`src/hw/rtl/tts_pkg.sv`:
```
// ----------------------------------------------------------------------------
// Taylor trig and hyperbolic unit package
// Shared widths, request and status codes, payload types and the reciprocal
// table used for the exact division of series terms by their degree.
// ----------------------------------------------------------------------------
package tts_pkg;

	localparam int TERMS      = 9;
	localparam int FRAC_BITS  = 24;
	localparam int IFRAC      = 32;
	localparam int ANG_W      = 28;
	localparam int VAL_W      = 32;
	localparam int XM_W       = ANG_W + IFRAC - FRAC_BITS;
	localparam int T_W        = 42;
	localparam int ACC_W      = 48;
	localparam int N_W        = 45;
	localparam int RCP_W      = 50;
	localparam int RCP_SH     = 50;
	localparam int STEPS      = 2 * TERMS;
	localparam int DEG_W      = 5;
	localparam int Q_W        = 32;
	localparam int DIV_BITS   = 2;
	localparam int DIV_STAGES = Q_W / DIV_BITS;
	localparam int LATENCY    = 1 + 4 * STEPS + 2 + DIV_STAGES + 2;

	localparam logic [2:0] REQ_SIN  = 3'd0;
	localparam logic [2:0] REQ_COS  = 3'd1;
	localparam logic [2:0] REQ_TAN  = 3'd2;
	localparam logic [2:0] REQ_SINH = 3'd3;
	localparam logic [2:0] REQ_COSH = 3'd4;

	localparam logic [1:0] ST_OK   = 2'd0;
	localparam logic [1:0] ST_SAT  = 2'd1;
	localparam logic [1:0] ST_DIVZ = 2'd2;

	localparam logic signed [VAL_W-1:0] VAL_MAX = 32'sh7FFF_FFFF;
	localparam logic signed [VAL_W-1:0] VAL_MIN = 32'sh8000_0000;

	typedef struct packed {
		logic [2:0]              req_type;
		logic signed [ANG_W-1:0] angle;
	} request_t;

	typedef struct packed {
		logic signed [VAL_W-1:0] value;
		logic [1:0]              status;
	} result_t;

	typedef struct packed {
		logic                    valid;
		logic [2:0]              req_type;
		logic                    xneg;
		logic [XM_W-1:0]         xm;
		logic [T_W-1:0]          t;
		logic signed [ACC_W-1:0] acc_odd;
		logic signed [ACC_W-1:0] acc_even;
	} ser_t;

	typedef struct packed {
		logic                    valid;
		logic [2:0]              req_type;
		logic signed [VAL_W-1:0] odd_v;
		logic                    odd_sat;
		logic signed [VAL_W-1:0] even_v;
		logic                    even_sat;
	} fin_t;

	// Sine, cosine and tangent use alternating signs.
	function automatic logic alt_of(input logic [2:0] rt);
		return rt inside {REQ_SIN, REQ_COS, REQ_TAN};
	endfunction

	// Ceiling of 2^50 / d for the degrees that occur in the series.
	function automatic logic [RCP_W-1:0] recip(input logic [DEG_W-1:0] d);
		logic [RCP_W-1:0] m;
		case (d)
			5'd2:    m = 50'd562949953421312;
			5'd3:    m = 50'd375299968947542;
			5'd4:    m = 50'd281474976710656;
			5'd5:    m = 50'd225179981368525;
			5'd6:    m = 50'd187649984473771;
			5'd7:    m = 50'd160842843834661;
			5'd8:    m = 50'd140737488355328;
			5'd9:    m = 50'd125099989649181;
			5'd10:   m = 50'd112589990684263;
			5'd11:   m = 50'd102354536985694;
			5'd12:   m = 50'd93824992236886;
			5'd13:   m = 50'd86607685141741;
			5'd14:   m = 50'd80421421917331;
			5'd15:   m = 50'd75059993789509;
			5'd16:   m = 50'd70368744177664;
			5'd17:   m = 50'd66229406284861;
			5'd18:   m = 50'd62549994824591;
			5'd19:   m = 50'd59257889833823;
			default: m = '0;
		endcase
		return m;
	endfunction

endpackage

```
`src/hw/rtl/tts_finish.sv`:
```
// ----------------------------------------------------------------------------
// Series finish
// Adds the last odd term and rounds both sums to the output format with
// saturation.
// ----------------------------------------------------------------------------
module tts_finish (
	input  logic           clk,
	input  logic           arst_n,
	input  tts_pkg::ser_t  in_s,
	output tts_pkg::fin_t  out_s
);
	import tts_pkg::*;

	localparam int  SH       = IFRAC - FRAC_BITS;
	localparam logic LAST_ALT = ((2 * TERMS + 1) % 4) == 3;

	logic                    v_s1;
	logic [2:0]              rt_s1;
	logic signed [ACC_W-1:0] odd_s1, even_s1;
	fin_t                    f_s2;

	logic                    tneg;
	logic [ACC_W-1:0]        text, tterm;
	logic [VAL_W:0]          odd_r, even_r;

	function automatic logic [VAL_W:0] to_out(input logic signed [ACC_W-1:0] r);
		logic             neg;
		logic [ACC_W-1:0] u;
		logic [ACC_W-1:0] rnd;
		logic             sat;
		logic [VAL_W-1:0] v;
		neg = r[ACC_W-1];
		u   = neg ? (~r + ACC_W'(1)) : r;
		rnd = (u + (ACC_W'(1) << (SH - 1))) >> SH;
		sat = 1'b0;
		if (!neg && (rnd[ACC_W-1:VAL_W-1] != '0)) begin
			sat = 1'b1;
			v   = VAL_MAX;
		end else if (neg && ((rnd[ACC_W-1:VAL_W] != '0) ||
				(rnd[VAL_W-1] && (rnd[VAL_W-2:0] != '0)))) begin
			sat = 1'b1;
			v   = VAL_MIN;
		end else begin
			v = neg ? (~rnd[VAL_W-1:0] + VAL_W'(1)) : rnd[VAL_W-1:0];
		end
		return {sat, v};
	endfunction

	assign tneg   = in_s.xneg ^ (alt_of(in_s.req_type) & LAST_ALT);
	assign text   = ACC_W'(in_s.t);
	assign tterm  = tneg ? (~text + ACC_W'(1)) : text;
	assign odd_r  = to_out(odd_s1);
	assign even_r = to_out(even_s1);

	always_ff @(posedge clk or negedge arst_n) begin
		if (!arst_n) begin
			v_s1 <= 1'b0;
			f_s2 <= '0;
		end else begin
			v_s1          <= in_s.valid;
			f_s2.valid    <= v_s1;
			f_s2.req_type <= rt_s1;
			f_s2.odd_v    <= odd_r[VAL_W-1:0];
			f_s2.odd_sat  <= odd_r[VAL_W];
			f_s2.even_v   <= even_r[VAL_W-1:0];
			f_s2.even_sat <= even_r[VAL_W];
		end
	end

	always_ff @(posedge clk) begin
		rt_s1   <= in_s.req_type;
		odd_s1  <= in_s.acc_odd + $signed(tterm);
		even_s1 <= in_s.acc_even;
	end

	assign out_s = f_s2;

endmodule

```
`config.mk`:
```
export PLATFORM = sky130hd
export DESIGN_NAME = tts_finish
export DESIGN_NICKNAME = d
export VERILOG_FILES = /design/src/hw/rtl/tts_pkg.sv /design/src/hw/rtl/tts_finish.sv
export SDC_FILE = /design/constraint.sdc
export NUM_CORES = 1
export LEC_CHECK = 0
export ABC_AREA = 1
export BUFFER_PORTS_ARGS = -buffer_cell sky130_fd_sc_hd__buf_2
export CAP_MARGIN = 20
export CORE_ASPECT_RATIO = 1.4
export CORE_MARGIN = 10
export CORE_UTILIZATION = 60
export CTS_CLUSTER_DIAMETER = 100
export DETAILED_ROUTE_END_ITERATION = 10
export GPL_TIMING_DRIVEN = 0
export PLACE_DENSITY = 0.83
export SYNTH_ARGS = -nofsm -noshare
export SYNTH_HDL_FRONTEND = slang
export SYNTH_SLANG_ARGS = --single-unit
```
`constraint.sdc`:
```
create_clock -name clk -period 4.5 [get_ports clk]
set_input_delay 0 -clock clk [delete_from_list [all_inputs] [get_ports clk]]
set_output_delay 0 -clock clk [all_outputs]
set_load 0.05 [all_outputs]
```
==> results by group <==
Floorplanning
  • DIE HEIGHT: 217 um
  • # IOs: 251
  • Core Area: 27500 um^2
  • Starting density of the core: 60.4%
  • Full die area: 34800 um^2
  • Die Wd: 161 um
  • Core Rows: 72

CTS
  • TritonCTS Sinks: 170
  • Clk slew on worst S/H paths: 0.08 ns
  • Clock latency on the worst-skew pair: 0.47 ns
  • Root Buffer: clkbuf_16
  • Max Buffers Root-to-Sink: 2
  • CTS tree: built
  • Number of H-tree levels: 4
  • CTS Buf Count: 17

Worst hold path
  • Hold Crit Start: in_s[91]
  • Hold WC Path Type: primary input to flop
  • Hold Path Stages: 3

Critical path
  • WS Path Type: primary input to flop
  • Worst flop-to-flop path startpoint: even_s1[7]
  • Critical path launch point: in_s[175]
  • CP required: 4.85 ns
  • Worst setup SP type: primary input
  • Crit. End Element: flop
  • Crit path arrival time: 4.77 ns
  • Worst-path fanout max: 10
  • Cell depth of the worst flop-to-flop path: 23

STA
  • Final worst-path cycle share: 98.1%
  • Slew Viols, Final: 0
  • Final setup violation count: 0
  • Clock period minus worst slack: 4.41 ns
  • Final hold viol count: 0
  • Final Hold Slack: 0.0486 ns
  • Clock Skews: 0.0150 ns
  • Worst Max-Slew Pin Slew: 0.905 ns
  • Fmax: 227 MHz
  • Slew headroom: 39.7%

Global routing
  • Met2 global-route usage: 56.6%
  • Global Route met3 Usage: 5.89%
  • Grt peak-use layer: met2
  • GRT overflow: 0
  • Largest net degree at the start of global routing: 72
  • Vias in the first global route: 18822
  • Initial antenna violation count: 0
  • Met1 Use GR: 36.1%
  • Wire length of the first global-routing pass: 93000 um
  • Global-route usage over all layers: 32.3%

Synthesis
  • Synthesized area: 16600 um^2
  • Cells after synthesis: 2765
  • Post-synthesis cell type count: 52
  • Cell taking the most area after synthesis: nand2_1
  • Synth Net Count: 2999
  • Sequential fraction of the synthesis area: 22.6%
  • Synth async-reset ratio: 41.8%
  • Synth top area cells: nand2_1, dfxtp_1, dfrtp_1
  • Register bit count reported by yosys: 170
  • Post-synth EDFFs: 0
  • Ys Warns: 0
  • Top_reg_cell synth: dfxtp_1
  • Top-area cell type share of the netlist area: 20.0%
  • Avg Cell Area, Syn: 6.00 um^2

Pwr
  • Reg power frac: 26.2%
  • Final Power: 8.19 mW
  • Logic pwr share: 56.0%
  • Sw Share: 51.5%
  • Leak: 10.0 nW
  • Peak VDD IR: 0.000324 V
  • Pint: 3.97 mW
  • Pwr/cell area: 415 nW/um^2
  • Clock power share: 17.8%
  • Switching power: 4.22 mW

Final layout
  • Most common cell after layout, fill and taps aside: nand2_1
  • Area Growth Syn to Fin: 18.8%
  • Most frequent cells in the layout: nand2_1, nor2_1, inv_1
  • Antenna diodes: 0
  • Fraction of layout cells with a size suffix above 1: 15.9%
  • Final Instance Count excl. Fillers: 3479
  • Fillers: 2288
  • Nets: 3330
  • Core Util, Final: 71.8%

Routing
  • WL/cell: 16.7 um
  • # DRC: 0
  • Initial DRT Pass Iterations: 6
  • Detailed-route via count: 19446
  • Routed Antenna Nets: 0
  • Vias/cell: 5.59
  • Routed WL: 57900 um
  • Initial DRC count: 1349

Placed design
  • Cell count after placement: 3349
  • Post-DP HPWL: 44900 um
  • GPL Wtd Cong: 0.998
  • Buffers on Ports: 214

Flow run
  • Max-cap violations: 0

Run status
  • Outcome: completed
-- per-layer routing --
| layer | wire, um | vias up |
|---|---|---|
| li1 | - | 9428 |
| met1 | 22300 | 8758 |
| met2 | 28000 | 1018 |
| met3 | 4400 | 242 |
| met4 | 3300 | 0 |
| met5 | 0 | - |
-- stage by stage --
step                      setup slack [ns]  setup TNS (ns)  area [um^2]
after floorplan                      0.804               0        16600
after global placement              -0.558           -2.45        18100
after detailed placement            -0.701           -3.97        18100
after CTS                           0.0523               0        19700
after global routing                -0.104          -0.235        19700
final                               0.0869               0        19700
-- synthesized netlist by cell type (7+ instances only) --
cell type / number
nand2_1: 885
nor2_1: 366
inv_1: 315
nand3_1: 251
dfxtp_1: 99
o21ai_0: 75
xor2_1: 75
dfrtp_1: 71
a21oi_1: 69
nand2_2: 64
xnor2_1: 62
nand4_1: 58
ha_1: 52
inv_2: 35
nor2_2: 35
nor2_4: 34
o21ai_1: 24
nand3b_1: 21
a31oi_1: 17
nor3_1: 17
buf_2: 13
nand2_4: 13
o21a_1: 10
o21ai_2: 10
o31ai_1: 10
clkbuf_1: 8
a21boi_0: 7
buf_4: 7
-- path summary, 6_finish.rpt --
path | to | slack, ns
worst max-delay path | odd_s1[44] | 0.09
worst min-delay path | odd_s1[43] | 0.05
worst max register to register | out_s[32] | 0.48
worst min register to register | out_s[66] | 0.33
max in group asynchronous | out_s[23] | 3.73
min in group asynchronous | out_s[42] | 0.19
-- layout make-up --
cell class                      instances  area, um^2  area share, %
Sequential cell                       170        3760           19.1
Tap cell                              370         463           2.35
Buffer                                 39         240           1.22
Inverter                              354        1330           6.76
Multi-Input combinational cell       2202       11300           57.3
Clock inverter                         15         154          0.781
Clock buffer                           17         425           2.16
Timing Repair Buffer                  312        2050           10.4
-- power by group through the flow --
stage / registers [mW] / clock network [mW] / logic [mW]
after floorplan: 2.63 / 0 / 2.81
after global placement: 2.17 / 0 / 4.28
after detailed placement: 2.17 / 0 / 4.38
after CTS: 2.14 / 1.45 / 4.47
after global routing: 2.18 / 1.53 / 5.05
final: 2.15 / 1.45 / 4.58
-- what timing repair did --
action                                 CTS  global route
buffers inserted                         0             0
hold buffers                            98             0
endpoints found under the hold margin  167             0
resized for setup                        3            14
setup endpoints to repair                5             8
-- cell families after synthesis --
kind of cell,synth area share (%)
compound gates,8.26
xor+xnor,7.43
fa+ha+maj,4.04
buf+inv,9.42
flops,22.6
simple gates,48.2
-- critical path, stage by stage --
cell        delay (ns)
buf_2             0.10
a21oi_1           0.07
or2_2             0.28
nand2_1           0.16
clkinvlp_4        0.30
clkbuf_2          0.34
nand2_1           0.13
xor2_1            0.20
ha_1              0.33
a21oi_1           0.20
nand2_1           0.11
a21oi_1           0.33
o21ai_0           0.21
a21boi_1          0.27
o21ai_0           0.21
a21boi_1          0.29
o21ai_0           0.18
a21boi_1          0.31
o21ai_0           0.28
nand2_1           0.13
inv_1             0.06
o21ai_0           0.19
nand2_1           0.08
-- registers in the layout, indices dropped and copies added, names as in the netlist --
| register | flops |
|---|---|
| rt_s1 | 3 |
| odd_s1 | 48 |
| even_s1 | 48 |
| v_s1 | 1 |
| out_s | 70 |
No activity file was read; power rests on OpenSTA's default activity.
